$ cat config.mk
export PLATFORM = sky130hd
export DESIGN_NAME = display_window_address_sequencer_core
export DESIGN_NICKNAME = d
export VERILOG_FILES = /design/src/rtl/dwas_pkg.sv /design/src/rtl/display_window_address_sequencer_core.sv /design/src/rtl/dwas_front.sv /design/src/rtl/dwas_queue.sv /design/src/rtl/dwas_back.sv
export SDC_FILE = /design/constraint.sdc
export NUM_CORES = 1
export LEC_CHECK = 0
export ABC_AREA = 1
export BUFFER_PORTS_ARGS = -buffer_cell sky130_fd_sc_hd__buf_4
export CORE_UTILIZATION = 49
export CTS_BUF_LIST = sky130_fd_sc_hd__clkbuf_16
export DETAILED_ROUTE_END_ITERATION = 8
export GPL_TIMING_DRIVEN = 0
export MAX_ROUTING_LAYER = met4
export PLACE_DENSITY = 0.67
export SYNTH_ARGS = -nofsm -noshare
export SYNTH_HDL_FRONTEND = slang
export SYNTH_SLANG_ARGS = --single-unit
$ cat constraint.sdc
create_clock -name clk -period 5.4 [get_ports clk]
set_input_delay 0 -clock clk [delete_from_list [all_inputs] [get_ports clk]]
set_output_delay 0 -clock clk [all_outputs]
set_load 0.005 [all_outputs]
$ cat src/rtl/dwas_pkg.sv
// ----------------------------------------------------------------------------
// dwas_pkg - shared types and constants of the window address sequencer
// Function codes, panel register words, the job descriptor passed from the
// front part to the back part, and the queue status group.
// ----------------------------------------------------------------------------
package dwas_pkg;

  // default coordinate width
  localparam int unsigned COORD_BITS_DEF = 8;

  // input function codes
  localparam logic [2:0] FUNC_SET_ROT   = 3'd0;
  localparam logic [2:0] FUNC_SET_POS   = 3'd1;
  localparam logic [2:0] FUNC_SET_WIN   = 3'd2;
  localparam logic [2:0] FUNC_RESET_WIN = 3'd3;
  localparam logic [2:0] FUNC_PIXEL     = 3'd4;

  // configuration register indexes
  localparam int unsigned CFG_IDX_BITS = 2;
  localparam logic [CFG_IDX_BITS-1:0] REG_SCREEN_WIDTH  = 2'd0;
  localparam logic [CFG_IDX_BITS-1:0] REG_SCREEN_HEIGHT = 2'd1;
  localparam logic [8:0] SCREEN_WIDTH_RST  = 9'd176;
  localparam logic [8:0] SCREEN_HEIGHT_RST = 9'd220;

  // rotation codes
  localparam logic [1:0] ROT_NONE = 2'd0;
  localparam logic [1:0] ROT_CW   = 2'd1;
  localparam logic [1:0] ROT_180  = 2'd2;
  localparam logic [1:0] ROT_CCW  = 2'd3;

  // panel command and data words
  localparam logic [15:0] CMD_DISP_CTRL = 16'h0007;
  localparam logic [15:0] CMD_ENTRY     = 16'h0005;
  localparam logic [15:0] CMD_ADDR      = 16'h0021;
  localparam logic [15:0] CMD_GRAM      = 16'h0022;
  localparam logic [15:0] DISP_NONE     = 16'h0804;
  localparam logic [15:0] DISP_CW       = 16'h0A04;
  localparam logic [15:0] DISP_180      = 16'h0E04;
  localparam logic [15:0] DISP_CCW      = 16'h0C04;
  localparam logic [15:0] ENTRY_ROWS    = 16'h0030;
  localparam logic [15:0] ENTRY_COLS    = 16'h0038;

  // job queue
  localparam int unsigned QUEUE_DEPTH    = 4;
  localparam int unsigned QUEUE_PTR_BITS = $clog2(QUEUE_DEPTH);

  typedef enum logic [1:0] {
    JOB_ROT      = 2'd0,  // five words
    JOB_ADDR     = 2'd1,  // three words
    JOB_PIX      = 2'd2,  // one word
    JOB_PIX_ADDR = 2'd3   // four words
  } job_kind_t;

  typedef struct packed {
    job_kind_t   kind;
    logic [1:0]  rot;
    logic [15:0] color;
    logic [15:0] addr;
  } job_t;

  typedef struct packed {
    logic full;
    logic empty;
  } q_stat_t;

endpackage

$ cat src/rtl/display_window_address_sequencer_core.sv
// ----------------------------------------------------------------------------
// display_window_address_sequencer_core - panel write sequencer top level
// Turns rotation, position, window and pixel transactions into the command
// and data words for a panel with a windowed graphics memory.
// ----------------------------------------------------------------------------
// Every transaction is taken when accepted: the front part updates rotation,
// cursor and window at once and queues a job, so a new transaction may follow
// in the very next cycle while earlier words are still going out. The back
// part sends one bus word per cycle, while the bus side is ready, from a
// single output register: a pixel write that stays inside the window costs
// one word, a pixel write that wraps four, a position, window set or window
// reset three, and a rotation change five. Sustained throughput is therefore
// one word per cycle on the output side while the bus is ready, which gives
// one pixel transaction per cycle in the steady state; wrap and rotation
// bursts are soaked up by a four-job queue and the input stalls only when
// that queue is full. Unknown function codes are accepted and produce nothing.
// Configuration writes are always ready and take effect on the next cycle.
// ----------------------------------------------------------------------------
module display_window_address_sequencer_core #(
  parameter int unsigned COORD_BITS = dwas_pkg::COORD_BITS_DEF
) (
  input  logic                              clk,
  input  logic                              rst_n,
  // input transactions
  input  logic                              in_valid,
  output logic                              in_ready,
  input  logic [2:0]                        in_func,
  input  logic [7:0]                        in_first_x,
  input  logic [7:0]                        in_first_y,
  input  logic [7:0]                        in_second_x,
  input  logic [7:0]                        in_second_y,
  input  logic [1:0]                        in_rot_code,
  input  logic [15:0]                       in_pixel_color,
  // bus words
  output logic                              out_valid,
  input  logic                              out_ready,
  output logic                              out_is_command,
  output logic [15:0]                       out_bus_word,
  output logic                              out_last_word,
  // configuration writes
  input  logic                              cfg_valid,
  output logic                              cfg_ready,
  input  logic [dwas_pkg::CFG_IDX_BITS-1:0] cfg_index,
  input  logic [8:0]                        cfg_data
);
  import dwas_pkg::*;

  // front to queue
  logic    q_push;
  job_t    q_job;
  // queue to back
  job_t    head_job;
  q_stat_t q_stat;
  logic    q_pop;

  // decode and state update, one transaction per cycle while the queue has room
  dwas_front #(
    .COORD_BITS (COORD_BITS)
  ) u_front (
    .clk            (clk),
    .rst_n          (rst_n),
    .in_valid       (in_valid),
    .in_ready       (in_ready),
    .in_func        (in_func),
    .in_first_x     (in_first_x),
    .in_first_y     (in_first_y),
    .in_second_x    (in_second_x),
    .in_second_y    (in_second_y),
    .in_rot_code    (in_rot_code),
    .in_pixel_color (in_pixel_color),
    .cfg_valid      (cfg_valid),
    .cfg_ready      (cfg_ready),
    .cfg_index      (cfg_index),
    .cfg_data       (cfg_data),
    .q_stat         (q_stat),
    .q_push         (q_push),
    .q_job          (q_job)
  );

  // decouples transaction intake from word output
  dwas_queue u_queue (
    .clk      (clk),
    .rst_n    (rst_n),
    .push     (q_push),
    .push_job (q_job),
    .pop      (q_pop),
    .head_job (head_job),
    .stat     (q_stat)
  );

  // expands each job into its bus words
  dwas_back u_back (
    .clk            (clk),
    .rst_n          (rst_n),
    .head_job       (head_job),
    .q_stat         (q_stat),
    .pop            (q_pop),
    .out_valid      (out_valid),
    .out_ready      (out_ready),
    .out_is_command (out_is_command),
    .out_bus_word   (out_bus_word),
    .out_last_word  (out_last_word)
  );

endmodule

$ cat src/rtl/dwas_front.sv
// ----------------------------------------------------------------------------
// dwas_front - transaction decode and sequencer state
// Holds rotation, cursor and window, applies each transaction to them in the
// cycle it is accepted and pushes a job describing the words to emit.
// ----------------------------------------------------------------------------
module dwas_front #(
  parameter int unsigned COORD_BITS = dwas_pkg::COORD_BITS_DEF
) (
  input  logic                                 clk,
  input  logic                                 rst_n,
  input  logic                                 in_valid,
  output logic                                 in_ready,
  input  logic [2:0]                           in_func,
  input  logic [7:0]                           in_first_x,
  input  logic [7:0]                           in_first_y,
  input  logic [7:0]                           in_second_x,
  input  logic [7:0]                           in_second_y,
  input  logic [1:0]                           in_rot_code,
  input  logic [15:0]                          in_pixel_color,
  input  logic                                 cfg_valid,
  output logic                                 cfg_ready,
  input  logic [dwas_pkg::CFG_IDX_BITS-1:0]    cfg_index,
  input  logic [8:0]                           cfg_data,
  input  dwas_pkg::q_stat_t                    q_stat,
  output logic                                 q_push,
  output dwas_pkg::job_t                       q_job
);
  import dwas_pkg::*;

  localparam logic [8:0] EDGE_MAX = 9'((1 << COORD_BITS) - 1);

  logic [8:0]            scr_w_r, scr_w_nxt, scr_h_r, scr_h_nxt;
  logic [1:0]            rot_r, rot_nxt;
  logic [COORD_BITS-1:0] cur_x_r, cur_x_nxt, cur_y_r, cur_y_nxt;
  logic [COORD_BITS-1:0] win_l_r, win_l_nxt, win_t_r, win_t_nxt;
  logic [COORD_BITS-1:0] win_r_r, win_r_nxt, win_b_r, win_b_nxt;

  logic                  accept, swap, wrap;
  logic [COORD_BITS-1:0] ax, ay, bx, by, px, py, qx, qy;
  logic [COORD_BITS-1:0] lo_x, lo_y, hi_x, hi_y, adv_x, adv_y;

  // size to far edge, saturated to the coordinate range
  function automatic logic [COORD_BITS-1:0] size_edge(input logic [8:0] size);
    logic [8:0] e;
    e = size - 9'd1;
    if (size == 9'd0) return '0;
    if (e > EDGE_MAX) return '1;
    return e[COORD_BITS-1:0];
  endfunction

  function automatic logic [15:0] addr_word(input logic [COORD_BITS-1:0] x,
                                            input logic [COORD_BITS-1:0] y);
    return (16'(y) << 8) | 16'(x);
  endfunction

  assign in_ready  = !q_stat.full;
  assign cfg_ready = 1'b1;
  assign accept    = in_valid && in_ready;
  assign swap      = rot_r[0];

  assign ax = in_first_x[COORD_BITS-1:0];
  assign ay = in_first_y[COORD_BITS-1:0];
  assign bx = in_second_x[COORD_BITS-1:0];
  assign by = in_second_y[COORD_BITS-1:0];

  // user to panel coordinates
  assign px = swap ? ay : ax;
  assign py = swap ? ax : ay;
  assign qx = swap ? by : bx;
  assign qy = swap ? bx : by;

  assign lo_x = (px > qx) ? qx : px;
  assign hi_x = (px > qx) ? px : qx;
  assign lo_y = (py > qy) ? qy : py;
  assign hi_y = (py > qy) ? py : qy;

  // cursor advance inside the window
  always_comb begin
    adv_x = cur_x_r;
    adv_y = cur_y_r;
    wrap  = 1'b0;
    if (!swap) begin
      if (cur_x_r >= win_r_r) begin
        wrap  = 1'b1;
        adv_x = win_l_r;
        adv_y = (cur_y_r >= win_b_r) ? win_t_r : cur_y_r + 1'b1;
      end else begin
        adv_x = cur_x_r + 1'b1;
      end
    end else begin
      if (cur_y_r >= win_b_r) begin
        wrap  = 1'b1;
        adv_y = win_t_r;
        adv_x = (cur_x_r >= win_r_r) ? win_l_r : cur_x_r + 1'b1;
      end else begin
        adv_y = cur_y_r + 1'b1;
      end
    end
  end

  always_comb begin
    scr_w_nxt = scr_w_r;
    scr_h_nxt = scr_h_r;
    rot_nxt   = rot_r;
    cur_x_nxt = cur_x_r;
    cur_y_nxt = cur_y_r;
    win_l_nxt = win_l_r;
    win_t_nxt = win_t_r;
    win_r_nxt = win_r_r;
    win_b_nxt = win_b_r;
    q_push    = 1'b0;
    q_job     = '{kind: JOB_PIX, rot: in_rot_code, color: in_pixel_color, addr: '0};

    if (cfg_valid && cfg_ready) begin
      unique case (cfg_index)
        REG_SCREEN_WIDTH:  scr_w_nxt = cfg_data;
        REG_SCREEN_HEIGHT: scr_h_nxt = cfg_data;
        default: ;
      endcase
    end

    if (accept) begin
      unique case (in_func)
        FUNC_SET_ROT: begin
          rot_nxt    = in_rot_code;
          q_push     = 1'b1;
          q_job.kind = JOB_ROT;
        end
        FUNC_SET_POS: begin
          cur_x_nxt  = px;
          cur_y_nxt  = py;
          q_push     = 1'b1;
          q_job.kind = JOB_ADDR;
          q_job.addr = addr_word(px, py);
        end
        FUNC_SET_WIN: begin
          win_l_nxt  = lo_x;
          win_t_nxt  = lo_y;
          win_r_nxt  = hi_x;
          win_b_nxt  = hi_y;
          cur_x_nxt  = lo_x;
          cur_y_nxt  = lo_y;
          q_push     = 1'b1;
          q_job.kind = JOB_ADDR;
          q_job.addr = addr_word(lo_x, lo_y);
        end
        FUNC_RESET_WIN: begin
          win_l_nxt  = '0;
          win_t_nxt  = '0;
          win_r_nxt  = size_edge(scr_w_r);
          win_b_nxt  = size_edge(scr_h_r);
          cur_x_nxt  = '0;
          cur_y_nxt  = '0;
          q_push     = 1'b1;
          q_job.kind = JOB_ADDR;
          q_job.addr = '0;
        end
        FUNC_PIXEL: begin
          cur_x_nxt  = adv_x;
          cur_y_nxt  = adv_y;
          q_push     = 1'b1;
          q_job.kind = wrap ? JOB_PIX_ADDR : JOB_PIX;
          q_job.addr = addr_word(adv_x, adv_y);
        end
        default: ;
      endcase
    end
  end

  always_ff @(posedge clk) begin
    if (!rst_n) begin
      scr_w_r <= SCREEN_WIDTH_RST;
      scr_h_r <= SCREEN_HEIGHT_RST;
      rot_r   <= ROT_NONE;
      cur_x_r <= '0;
      cur_y_r <= '0;
      win_l_r <= '0;
      win_t_r <= '0;
      win_r_r <= '1;
      win_b_r <= '1;
    end else begin
      scr_w_r <= scr_w_nxt;
      scr_h_r <= scr_h_nxt;
      rot_r   <= rot_nxt;
      cur_x_r <= cur_x_nxt;
      cur_y_r <= cur_y_nxt;
      win_l_r <= win_l_nxt;
      win_t_r <= win_t_nxt;
      win_r_r <= win_r_nxt;
      win_b_r <= win_b_nxt;
    end
  end

  // a job leaves only for an accepted transaction with a known function
  a_push_known: assert property (@(posedge clk) disable iff (!rst_n)
    q_push |-> accept && (in_func <= FUNC_PIXEL))
    else $error("job pushed without a known accepted transaction");

  // a window set always leaves sorted corners
  a_win_sorted: assert property (@(posedge clk) disable iff (!rst_n)
    accept && (in_func == FUNC_SET_WIN) |=> (win_l_r <= win_r_r) && (win_t_r <= win_b_r))
    else $error("window corners not sorted");

endmodule

$ cat src/rtl/dwas_queue.sv
// ----------------------------------------------------------------------------
// dwas_queue - job queue between front and back
// Small first-in first-out buffer of job descriptors.
// ----------------------------------------------------------------------------
module dwas_queue (
  input  logic              clk,
  input  logic              rst_n,
  input  logic              push,
  input  dwas_pkg::job_t    push_job,
  input  logic              pop,
  output dwas_pkg::job_t    head_job,
  output dwas_pkg::q_stat_t stat
);
  import dwas_pkg::*;

  job_t                      mem [QUEUE_DEPTH];
  logic [QUEUE_PTR_BITS-1:0] wr_ptr_r, wr_ptr_nxt, rd_ptr_r, rd_ptr_nxt;
  logic [QUEUE_PTR_BITS:0]   cnt_r, cnt_nxt;

  assign stat.full  = (cnt_r == (QUEUE_PTR_BITS+1)'(QUEUE_DEPTH));
  assign stat.empty = (cnt_r == '0);
  assign head_job   = mem[rd_ptr_r];

  always_comb begin
    wr_ptr_nxt = push ? wr_ptr_r + 1'b1 : wr_ptr_r;
    rd_ptr_nxt = pop  ? rd_ptr_r + 1'b1 : rd_ptr_r;
    cnt_nxt    = cnt_r + (QUEUE_PTR_BITS+1)'(push) - (QUEUE_PTR_BITS+1)'(pop);
  end

  always_ff @(posedge clk) begin
    if (push) begin
      mem[wr_ptr_r] <= push_job;
    end
  end

  always_ff @(posedge clk) begin
    if (!rst_n) begin
      wr_ptr_r <= '0;
      rd_ptr_r <= '0;
      cnt_r    <= '0;
    end else begin
      wr_ptr_r <= wr_ptr_nxt;
      rd_ptr_r <= rd_ptr_nxt;
      cnt_r    <= cnt_nxt;
    end
  end

  a_no_overflow: assert property (@(posedge clk) disable iff (!rst_n)
    push |-> !stat.full)
    else $error("push into full job queue");

  a_no_underflow: assert property (@(posedge clk) disable iff (!rst_n)
    pop |-> !stat.empty)
    else $error("pop from empty job queue");

endmodule

$ cat src/rtl/dwas_back.sv
// ----------------------------------------------------------------------------
// dwas_back - bus word sequencer
// Walks the job at the queue head one word per cycle, while the bus side is
// ready, into the output register and pops the job with its last word.
// ----------------------------------------------------------------------------
module dwas_back (
  input  logic              clk,
  input  logic              rst_n,
  input  dwas_pkg::job_t    head_job,
  input  dwas_pkg::q_stat_t q_stat,
  output logic              pop,
  output logic              out_valid,
  input  logic              out_ready,
  output logic              out_is_command,
  output logic [15:0]       out_bus_word,
  output logic              out_last_word
);
  import dwas_pkg::*;

  logic [2:0]  step_r, step_nxt;
  logic        out_valid_r, out_valid_nxt;
  logic        is_cmd_r, last_r;
  logic [15:0] word_r;
  logic        load, g_cmd, g_last;
  logic [15:0] g_word, disp_word;
  logic [1:0]  aidx;

  always_comb begin
    unique case (head_job.rot)
      ROT_NONE: disp_word = DISP_NONE;
      ROT_CW:   disp_word = DISP_CW;
      ROT_180:  disp_word = DISP_180;
      ROT_CCW:  disp_word = DISP_CCW;
      default:  disp_word = DISP_NONE;
    endcase
  end

  // address sequence index, shifted by the leading pixel word
  assign aidx = (head_job.kind == JOB_PIX_ADDR) ? 2'(step_r - 3'd1) : step_r[1:0];

  always_comb begin
    g_cmd  = 1'b0;
    g_word = head_job.color;
    g_last = 1'b0;
    unique case (head_job.kind) inside
      JOB_ROT: begin
        case (step_r)
          3'd0:    begin g_cmd = 1'b1; g_word = CMD_DISP_CTRL; end
          3'd1:    g_word = disp_word;
          3'd2:    begin g_cmd = 1'b1; g_word = CMD_ENTRY; end
          3'd3:    g_word = head_job.rot[0] ? ENTRY_COLS : ENTRY_ROWS;
          default: begin g_cmd = 1'b1; g_word = CMD_GRAM; g_last = 1'b1; end
        endcase
      end
      JOB_PIX: g_last = 1'b1;
      JOB_ADDR, JOB_PIX_ADDR: begin
        if (!((head_job.kind == JOB_PIX_ADDR) && (step_r == 3'd0))) begin
          case (aidx)
            2'd0:    begin g_cmd = 1'b1; g_word = CMD_ADDR; end
            2'd1:    g_word = head_job.addr;
            default: begin g_cmd = 1'b1; g_word = CMD_GRAM; g_last = 1'b1; end
          endcase
        end
      end
      default: ;
    endcase
  end

  assign load          = !q_stat.empty && (!out_valid_r || out_ready);
  assign pop           = load && g_last;
  assign step_nxt      = load ? (g_last ? 3'd0 : step_r + 3'd1) : step_r;
  assign out_valid_nxt = load || (out_valid_r && !out_ready);

  always_ff @(posedge clk) begin
    if (!rst_n) begin
      step_r      <= '0;
      out_valid_r <= 1'b0;
    end else begin
      step_r      <= step_nxt;
      out_valid_r <= out_valid_nxt;
    end
  end

  always_ff @(posedge clk) begin
    if (load) begin
      is_cmd_r <= g_cmd;
      word_r   <= g_word;
      last_r   <= g_last;
    end
  end

  assign out_valid      = out_valid_r;
  assign out_is_command = is_cmd_r;
  assign out_bus_word   = word_r;
  assign out_last_word  = last_r;

  // the word index stays inside the longest job
  a_step_range: assert property (@(posedge clk) disable iff (!rst_n)
    step_r <= 3'd4)
    else $error("word index beyond job length");

  // a single-word job is always taken at its first word
  a_pix_first: assert property (@(posedge clk) disable iff (!rst_n)
    !q_stat.empty && (head_job.kind == JOB_PIX) |-> step_r == 3'd0)
    else $error("pixel job seen mid sequence");

endmodule

==> results of run 1 <==
[repair_timing]
item,4_1_cts,5_1_grt
hold buffers,48,0
hold endpoints to repair,109,0
resized for setup,0,0
[synthesized netlist by cell type (14+ instances only)]
master / count / area (µm²)
xor2_1: 15 / 131
buf_2: 21 / 105
nor2_1: 157 / 589
inv_1: 151 / 567
o21ai_1: 14 / 70.1
o21ai_0: 143 / 716
nand2_1: 331 / 1240
edfxtp_1: 162 / 4860
o211ai_1: 20 / 150
o22ai_1: 20 / 125
ha_1: 50 / 626
or2_2: 19 / 119
a21oi_1: 92 / 460
clkbuf_1: 38 / 143
nand3_1: 135 / 676
dfxtp_1: 80 / 1600
[power by group through the flow]
stage                     Sequential, mW  Clock, mW  Combinational, mW
after floorplan                     2.36          0               1.29
after global placement              2.38          0               1.95
after detailed placement            2.37          0               2.01
after CTS                           2.33       1.91               2.05
after global routing                2.35       1.98               2.28
final                               2.33       1.88               2.05
[worst max-delay path, cell delays in order, from the launching register on]
cell and delay, ns:
dfxtp_1 0.31, buf_2 0.20, inv_1 0.11, clkbuf_1 0.22
or2_2 0.32, o21ai_0 0.25, inv_1 0.20, ha_1 0.35
a21oi_1 0.14, o21ai_0 0.10, nand2_1 0.07, nand2_1 0.13
nand2_1 0.25, buf_2 0.27, nand2_1 0.10, nand3_1 0.09
nand3_1 0.12, nand2_1 0.16, inv_1 0.12
[logic make-up (layout without fill, tap and decap cells)]
family | Yosys count | after routing | synth area share
flip-flops | 242 | 242 | 0.501
multiplexers | 1 | 1 | 0.000776
AND/OR/NAND/NOR | 685 | 685 | 0.230
adder cells (fa/ha/maj) | 51 | 51 | 0.0501
XOR/XNOR | 19 | 19 | 0.0135
AO/OA/AOI/OAI | 309 | 309 | 0.131
other | 1 | 1 | 0.000291
buffers and inverters | 232 | 421 | 0.0730
[cell type report]
type,count,area [µm²],area share
Clock buffer,27,676,0.0436
Sequential cell,242,6470,0.417
Multi-Input combinational cell,1066,5520,0.356
Timing Repair Buffer,141,1240,0.0798
Inverter,163,618,0.0399
Buffer,69,324,0.0209
Tap cell,335,419,0.0271
Clock inverter,21,234,0.0151
[stage by stage]
stage	hold WS (ns)	utilization
CTS	0.00454	0.598
finish	0.0270	0.598
detailed placement	0.204	0.544
global route	0.0628	0.598
floorplan	0.0989	-
global placement	0.202	0.539
[final timing paths]
path / to / cells after the start
min: u_front.win_l_r[5] / 5
min reg2reg: u_front.win_t_r[0] / 2
max reg2reg: u_queue.mem[0][5] / 18
max: u_queue.mem[0][5] / 18
[registers in the layout, indices dropped and copies added, names as in the netlist, 2 cells and up, named ones only]
| register | flops |
|---|---|
| u_front.scr_h_r | 9 |
| u_queue.mem | 144 |
| u_front.win_r_r | 8 |
| u_front.win_b_r | 8 |
| u_front.scr_w_r | 9 |
| u_front.cur_x_r | 8 |
| u_queue.wr_ptr_r | 2 |
| u_front.win_l_r | 8 |
| u_back.step_r | 3 |
| u_queue.cnt_r | 3 |
| u_queue.rd_ptr_r | 2 |
| u_front.cur_y_r | 8 |
| u_back.out_bus_word | 16 |
| u_front.win_t_r | 8 |
[metal layers]
metal,global-route usage,vias to the layer above
li1,-,5526
met1,0.336,5112
met2,0.478,346
met3,0.0316,81
met4,0.122,0
met5,-,-
==> flow_metrics.tcl, run 1 <==
set metrics [dict create \
    dieArea_um2 27000 \
    top_level_ports 90 \
    fin_ws_ns 1.63 \
    diodes 0 \
    power_frac_seq 0.373 \
    synth_area_per_cell_um2 8.37 \
    cp-end-kind "register" \
    final_antenna_net_count 0 \
    hold_violations 0 \
    worstSetupPathType "reg2reg" \
    rows 59 \
    start_util 0.498 \
    pwr-share-clk 0.300 \
    drc 0 \
    clkTransAtPathRegs_ns 0.06 \
    drv_cap 0 \
    routed-wl-met3_um 1840 \
    final_area_um2 15500 \
    async_flop_share 0 \
    synth_edf_count 162 \
    dpl_cell_area_um2 14100 \
    setup_viol 0 \
    detail_route.first_pass.iterations 6 \
    portBuffers 88 \
    cts_tree "built" \
    num_vias 11100 \
    clk_latency_ns 0.53 \
    power.leakage_nw 6.65 \
    ys_warn_count 0 \
    antenna_found_initial 0 \
    crit_start "u_front.rot_r[0]" \
    cts_made_buffers 26 \
    grt_overflow 0 \
    drv_slew 0 \
    finalClockSkew_ns 0.0163 \
    required_ns 5.65 \
    power_density_nw_per_um2 404 \
    cts_setup_buffers 0 \
    worst_pin_slew_ns 1.19 \
    final_cell_mix "nand2_1 (331), edfxtp_1 (162), inv_1 (154)" \
    die_h_um 164 \
    grt_use_total 0.281 \
    synth-seq-area-share 0.501 \
    synth-main-ff-cell "edfxtp_1" \
    gp_congestion 0.978 \
    htreeDepth 1 \
    cts-root-buf "clkbuf_16" \
    fillers 2302 \
    fin_crit_sh 0.698 \
    final_common_cell "nand2_1" \
    yosys.cell_types.count 45 \
    wl_met2_um 17600 \
    power_frac_comb 0.328 \
    die_x_um 164 \
    vias_per_cell 5.36 \
    status "complete, no violations" \
    period_minus_slack_ns 3.77 \
    dp_slack_ns 1.75 \
    power.total_mw 6.26 \
    core_region_area_um2 25900 \
    rsz0062_at_grt "no" \
    stdcell_count 2064 \
    syn_to_final_growth_pct 20.1 \
    irDropWorstVdd_mv 0.323 \
    tns_ns 0 \
    clock.fmax_ghz 0.265 \
    synth_fp_nets 1660 \
    relSlewSlack 0.202 \
    cp.arrival_ns 4.02 \
    grt_start_max_net_pins 26 \
    reg2reg_slack_ns 1.63 \
    grt_pass1_vias 10500 \
    met1_length_um 15100 \
    drive_above_1_share 0.131 \
    dp_hpwl_um 26600 \
    cp-start-kind "register" \
    syn_inst 1540 \
    fin_nets 1829 \
    clk_path_buf_depth 3 \
    grt_pass1_wl_um 56100 \
    yosys_register_bits 242 \
    synthesis.area_um2 12900 \
    dpl.cell_count 1968 \
    swShare 0.348 \
    drt-total-wl_um 36200 \
    r2r_start "u_front.rot_r[0]" \
    cts.sinks 242 \
    min_path_type "in2reg" \
    switching_power_mw 2.18 \
    avgRoutedWirePerCell_um 17.5 \
    cp_max_fo 10 \
    worstHoldStart "in_first_x[5]" \
    drtIter0Drc 886 \
    p_int_mw 4.08 \
    top_layer "met4" \
]
(Power assumes the default switching activity.)
==> inputs of run 2 (changes only) <==
--- a/config.mk
+++ b/config.mk
@@ -5,7 +5,7 @@
 export SDC_FILE = /design/constraint.sdc
 export NUM_CORES = 1
 export LEC_CHECK = 0
-export ABC_AREA = 1
+export ABC_AREA = 0
 export BUFFER_PORTS_ARGS = -buffer_cell sky130_fd_sc_hd__buf_4
 export CORE_UTILIZATION = 49
 export CTS_BUF_LIST = sky130_fd_sc_hd__clkbuf_16
==> constraint.sdc (replaced) <==
create_clock -name clk -period 3.86 [get_ports clk]
set_input_delay 0 -clock clk [delete_from_list [all_inputs] [get_ports clk]]
set_output_delay 0 -clock clk [all_outputs]
set_load 0.005 [all_outputs]
==> run 2 against run 1 <==
Non-clock buffer count down 26. Clock-buffer cell count down 2. Design area down 4.5%. Combinational power down 6%. Synthesized cell count down 29%. Critical path type unchanged. Clock power up 17%. Worst hold slack worse by 0.023 ns. Sequential share of layout area up 1.9 points. Critical endpoint is now u_queue.mem[0][8]. Core utilization down 1.0 points. First-iteration DRC count down 18%. Sequential cell count unchanged.
==> flow_metrics.tcl, run 2 <==
set metrics [dict create \
    rsz0062_at_grt "yes" \
    fin_crit_sh 0.962 \
    finalClockSkew_ns 0.0143 \
    diodes 0 \
    synth-simple-area-share 0.102 \
    num_vias 9360 \
    power.total_mw 7.33 \
    hold_end "u_front.win_b_r[0]" \
    hold_violations 0 \
    synthesis.area_um2 12600 \
    required_ns 4.12 \
    synth_edf_count 162 \
    worstSetupPathType "reg2reg" \
    final_cell_mix "edfxtp_1 (162), inv_1 (90), buf_4 (88), nand2_1 (88), dfxtp_1 (80)" \
    synth_most_common_cell "edfxtp_1" \
    top_register "u_queue.mem" \
    dieArea_um2 26300 \
    dpl_cell_area_um2 13700 \
    clk_path_buf_depth 3 \
    synth_area_per_cell_um2 11.5 \
    drtIter0Drc 726 \
    cpPeakStageDelay_ns 0.44 \
    synth_mux_area_frac 0.120 \
    gp_congestion 0.973 \
    final_antenna_net_count 0 \
    core_region_area_um2 25200 \
    grt_overflow 0 \
    synth_common_cells "edfxtp_1 (162), nand2_1 (88), inv_1 (81), dfxtp_1 (80), a21oi_1 (62)" \
    drv_slew 0 \
    synth-seq-area-share 0.515 \
    drive_above_1_share 0.197 \
    setup_viol 0 \
    cts_setup_buffers 0 \
    fin_nets 1363 \
    final_area_um2 14800 \
    top_level_ports 90 \
    clk_latency_ns 0.52 \
    rows 58 \
    worstHoldPathCells 4 \
    reg2reg_slack_ns 0.15 \
    die_h_um 162 \
    vias_per_cell 5.88 \
    clkTransAtPathRegs_ns 0.06 \
    worstPathCellList "buf_2 -> buf_2 -> mux2_2 -> inv_1 -> ha_1 -> and4b_1 -> a211oi_1 -> o22ai_2 -> buf_2 -> clkbuf_2 -> nand2_1 -> o211ai_1 -> a31oi_1" \
    fillers 2100 \
    min_path_type "in2reg" \
    synth_top_family_by_area "compound AO/OA/AOI/OAI gates" \
    drc 0 \
    r2r.worst_path.cells 13 \
    crit_top_cell "buf_2" \
    grt_use_total 0.257 \
    period_minus_slack_ns 3.71 \
    synth_adder_area_share 0.0523 \
    synth_xor_area_frac 0.00976 \
    ys_warn_count 0 \
    drv_cap 0 \
    cts-root-buf "clkbuf_16" \
    grt_start_max_net_pins 34 \
    yosys_register_bits 242 \
    dp_hpwl_um 23400 \
    largest_reg_flops 144 \
    antenna_found_initial 0 \
    irDropWorstVdd_mv 0.398 \
    synth-main-ff-cell "edfxtp_1" \
    final_common_cell "edfxtp_1" \
    syn_to_final_growth_pct 17.8 \
    cp.arrival_ns 3.97 \
    fin_ws_ns 0.148 \
    synthTopCellsByArea "edfxtp_1 (39%), dfxtp_1 (13%), mux4_2 (6.5%), ha_1 (5.0%), mux2i_1 (2.7%)" \
    portBuffers 84 \
    slowest_stage "mux2_2" \
    power_density_nw_per_um2 495 \
    syn_inst 1097 \
    multiInputGateArea_um2 5560 \
    power.leakage_nw 5.43 \
    start_util 0.499 \
    drt-total-wl_um 32100 \
    synth_top_area_share 0.387 \
    worstHoldStart "in_second_x[0]" \
    seq_area_um2 6470 \
    avgRoutedWirePerCell_um 20.2 \
    relSlewSlack 0.392 \
    cp-start-kind "register" \
    clock.fmax_ghz 0.269 \
    synth-compound-area-share 0.153 \
    cp-end-kind "register" \
    yosys.cell_types.count 75 \
    htreeDepth 1 \
    r2r_start "u_front.rot_r[0]" \
    die_x_um 162 \
    worst_pin_slew_ns 0.911 \
    cts_made_buffers 25 \
    cp_max_fo 10 \
    cts_tree "built" \
    r2r_end "u_queue.mem[0][8]" \
    synth_fp_nets 1217 \
    cts.sinks 242 \
    grt_pass1_wl_um 50600 \
    grt_pass1_vias 9111 \
    dp_slack_ns -0.250 \
    status "complete, no violations" \
    synth_largest_area_cell "edfxtp_1" \
    async_flop_share 0 \
    detail_route.first_pass.iterations 6 \
]
==> run 2: worst max-delay path by stage <==
stage                          start                end  slack (ns)
global placement    u_front.rot_r[0]  u_queue.mem[0][9]       -0.17
global route        u_front.rot_r[0]  u_queue.mem[3][0]       -0.02
detailed placement  u_front.rot_r[0]  u_queue.mem[3][9]       -0.25
floorplan           u_front.rot_r[0]  u_queue.mem[0][0]        0.60
finish              u_front.rot_r[0]  u_queue.mem[0][8]        0.15
CTS                 u_front.rot_r[0]  u_queue.mem[2][8]       0.006
==> run 2: power breakdown <==
| part | switching (mW) | internal, mW | total (mW) |
|---|---|---|---|
| sequential | 0.112 | 3.10 | 3.21 |
| combinational | 1.06 | 0.872 | 1.93 |
| clock | 0.958 | 1.24 | 2.20 |
==> run 2: timing repair <==
action / in CTS / in global routing
endpoints found under the hold margin: 92 / 0
cloned: 0 / 0
gates resized for setup: 3 / 14
hold buffers: 31 / 0
setup endpoints to repair: 32 / 32
==> run 2: cell families (layout without fill, tap and decap cells) <==
kind of cell,count (synthesis),count (layout)
xor+xnor,14,14
simple gates,263,263
flops,242,242
other cells,1,1
buf+inv,147,312
compound gates,277,277
mux,101,101
fa+ha+maj,52,52
==> run 2: worst max-delay path, delay by kind of cell, from the launching register on <==
family / cells / cell delay, ns
buf+inv: 5 / 1.11
compound gates: 4 / 1.02
mux: 1 / 0.44
simple gates: 2 / 0.31
flops: 1 / 0.30
fa+ha+maj: 1 / 0.25
==> run 2: cell type report <==
cell class / instances / area share
Sequential cell: 242 / 0.437
Multi-Input combinational cell: 708 / 0.376
Timing Repair Buffer: 119 / 0.0690
Clock buffer: 25 / 0.0423
Tap cell: 330 / 0.0279
Inverter: 82 / 0.0208
Buffer: 65 / 0.0194
Clock inverter: 21 / 0.00820
==> run 2: per-stage QoR <==
stage | utilization | TNS (ns) | std cells | hold slack [ns]
after floorplan | - | 0 | 1097 | 0.0989
after global placement | 0.540 | -2.17 | 1511 | 0.202
after detailed placement | 0.544 | -4.51 | 1515 | 0.201
after CTS | 0.586 | 0 | 1592 | 0.0351
after global routing | 0.588 | -0.0740 | 1592 | 0.0694
final | 0.588 | 0 | 1592 | 0.00411
==> run 2: per-layer routing <==
metal	global-route usage	routed length (µm)	vias up
met3	0.0304	2040	55
met5	-	0	-
met2	0.411	15000	353
met4	0.0789	872	0
met1	0.344	14200	4491
li1	-	-	4461
==> inputs of run 3 (changes only) <==
--- a/config.mk
+++ b/config.mk
@@ -15,4 +15,6 @@
 export PLACE_DENSITY = 0.67
 export SYNTH_ARGS = -nofsm -noshare
 export SYNTH_HDL_FRONTEND = slang
+export SYNTH_HIERARCHICAL = 1
 export SYNTH_SLANG_ARGS = --single-unit
+export TNS_END_PERCENT = 50
==> run 3 against run 2 <==
Core utilization is 0.55 points higher. Via count fell by 1.9%. Synthesized cell count rose by 0.36%. Clock skew decreased by 0.0034 ns. Largest cell class unchanged. Highest routed layer unchanged. Die area is 0.38% higher. Critical path depth down 3. Register-to-register slack lost 0.08 ns. Sequential cell count did not move. Synthesized area increased by 0.39%. Final cell count down 0.44%.
==> flow_metrics.tcl, run 3 <==
set metrics [dict create \
    drtIter0Drc 627 \
    cts_made_buffers 25 \
    top_level_ports 90 \
    synth_largest_area_cell "edfxtp_1" \
    num_vias 9183 \
    synth_edf_count 162 \
    hold_violations 0 \
    cp_max_fo 10 \
    portBuffers 70 \
    cp-end-kind "register" \
    stdcell_count 1585 \
    top_register "u_queue/mem" \
    drc 0 \
    largest_reg_flops 144 \
    final_antenna_net_count 0 \
    avgRoutedWirePerCell_um 19.8 \
    grt_pass1_wl_um 48500 \
    die_x_um 162 \
    final_cell_mix "edfxtp_1 (162), nand2_1 (100), buf_4 (90)" \
    status "complete, no violations" \
    worstSetupPathType "reg2reg" \
    htreeDepth 1 \
    rows 58 \
    synth_common_cells "edfxtp_1 (162), nand2_1 (100), dfxtp_1 (80), nor2_1 (75), mux2i_1 (68)" \
    power.leakage_nw 5.68 \
    synth-seq-area-share 0.513 \
    setup_viol 0 \
    cts.sinks 242 \
    dpl.cell_count 1505 \
    grt_pass1_vias 8914 \
    synth-main-ff-cell "edfxtp_1" \
    drt-total-wl_um 31500 \
    finalClockSkew_ns 0.0109 \
    yosys_register_bits 242 \
    antenna_found_initial 0 \
    drive_above_1_share 0.186 \
    period_minus_slack_ns 3.79 \
    grt_overflow 0 \
    cts-root-buf "clkbuf_16" \
    final_common_cell "edfxtp_1" \
    grt_use_total 0.246 \
    yosys.cell_types.count 89 \
    cp-start-kind "register" \
    dpl_cell_area_um2 13600 \
    dp_hpwl_um 23200 \
    min_path_type "in2reg" \
    synthesis.area_um2 12600 \
    relSlewSlack 0.0708 \
    detail_route.first_pass.iterations 5 \
    fin_nets 1355 \
    synth_fp_nets 1220 \
    synth_top_area_share 0.386 \
    cts_setup_buffers 0 \
    tns_ns 0 \
    diodes 0 \
    gp_congestion 1.01 \
    cp.arrival_ns 4.04 \
    power.total_mw 7.85 \
    async_flop_share 0 \
    clk_latency_ns 0.53 \
    worst_pin_slew_ns 1.39 \
    rsz0062_at_grt "no" \
    dieArea_um2 26400 \
    fin_crit_sh 0.982 \
    ys_warn_count 6 \
    irDropWorstVdd_mv 0.358 \
    clk_path_buf_depth 3 \
    clock.fmax_ghz 0.264 \
    syn_to_final_growth_pct 18.5 \
    clkTransAtPathRegs_ns 0.06 \
    die_h_um 162 \
    core_region_area_um2 25200 \
    vias_per_cell 5.79 \
    grt_start_max_net_pins 29 \
    cts_tree "built" \
    synth_area_per_cell_um2 11.5 \
    synth_most_common_cell "edfxtp_1" \
    drv_slew 0 \
    start_util 0.501 \
    power_density_nw_per_um2 525 \
    syn_inst 1101 \
    drv_cap 0 \
    required_ns 4.11 \
    synthTopCellsByArea "edfxtp_1 (39%), dfxtp_1 (13%), mux2i_1 (5.4%), mux4_2 (5.4%), ha_1 (4.9%)" \
    final_area_um2 14900 \
]
## run 3: metal layers
metal	vias to the layer above	share of wire	routed length, µm	track usage
met4	0	0.038	1210	0.105
met2	338	0.48	15000	0.406
li1	4393	-	-	-
met3	78	0.055	1730	0.0300
met5	-	0	0	-
met1	4374	0.43	13500	0.307
## run 3: logic make-up (layout without fill, tap and decap cells)
family,after synthesis,in the layout,share of synthesized area
xor+xnor,13,13,0.0102
compound gates,236,236,0.127
flops,242,242,0.513
mux,108,108,0.124
simple gates,309,309,0.119
fa+ha+maj,52,52,0.0519
buf+inv,140,294,0.0559
other cells,1,1,0.000297
## run 3: worst paths after layout
check                startpoint                  to  slack [ns]  cells past startpoint
max            u_front/rot_r[0]   u_queue/mem[1][8]        0.07                     10
min              in_second_x[4]  u_front/win_r_r[4]        0.04                      5
max reg2reg    u_front/rot_r[0]   u_queue/mem[1][8]        0.07                     10
min reg2reg  u_front/win_t_r[6]  u_front/win_t_r[6]        0.46                      2
## run 3: layout make-up
type,instances,area [µm²]
tap,330,413
buffer,76,469
clock buffer,28,701
timing repair buffer,109,956
sequential,242,6470
fill,2081,10200
multi-input combinational,719,5530
clock inverter,18,173
inverter,63,239
## run 3: per-stage QoR
stage / setup slack (ns) / utilization / hold slack (ns)
after floorplan: 0.489 / - / 0.122
after global placement: -1.10 / 0.538 / 0.203
after detailed placement: -0.845 / 0.542 / 0.204
after CTS: 0.0548 / 0.591 / 0.0133
after global routing: 0.00222 / 0.593 / 0.0554
final: 0.0680 / 0.593 / 0.0359
## run 3: report_power, final
| group | internal (mW) | leakage [nW] | switching [mW] |
|---|---|---|---|
| Combinational | 0.976 | 3.01 | 1.19 |
| Clock | 1.51 | 0.441 | 0.985 |
| Sequential | 3.09 | 2.23 | 0.105 |
| Total | 5.57 | 5.68 | 2.28 |
## run 3: critical path: stages (launching register included)
cell and delay (ns):
dfxtp_2 0.50, clkbuf_4 0.34, mux2i_1 0.47, inv_1 0.17
ha_1 0.34, nand4_1 0.13, o32ai_2 0.53, nor2_4 0.16
buf_2 0.24, a31oi_1 0.40, a21oi_1 0.21
## run 3: what timing repair did
action | CTS | global route
gates resized for setup | 7 | 12
gates cloned | 0 | 0
endpoints found under the setup margin | 107 | 37
pin swaps | 0 | 0
hold buffers | 35 | 0
hold endpoints to repair | 105 | 0
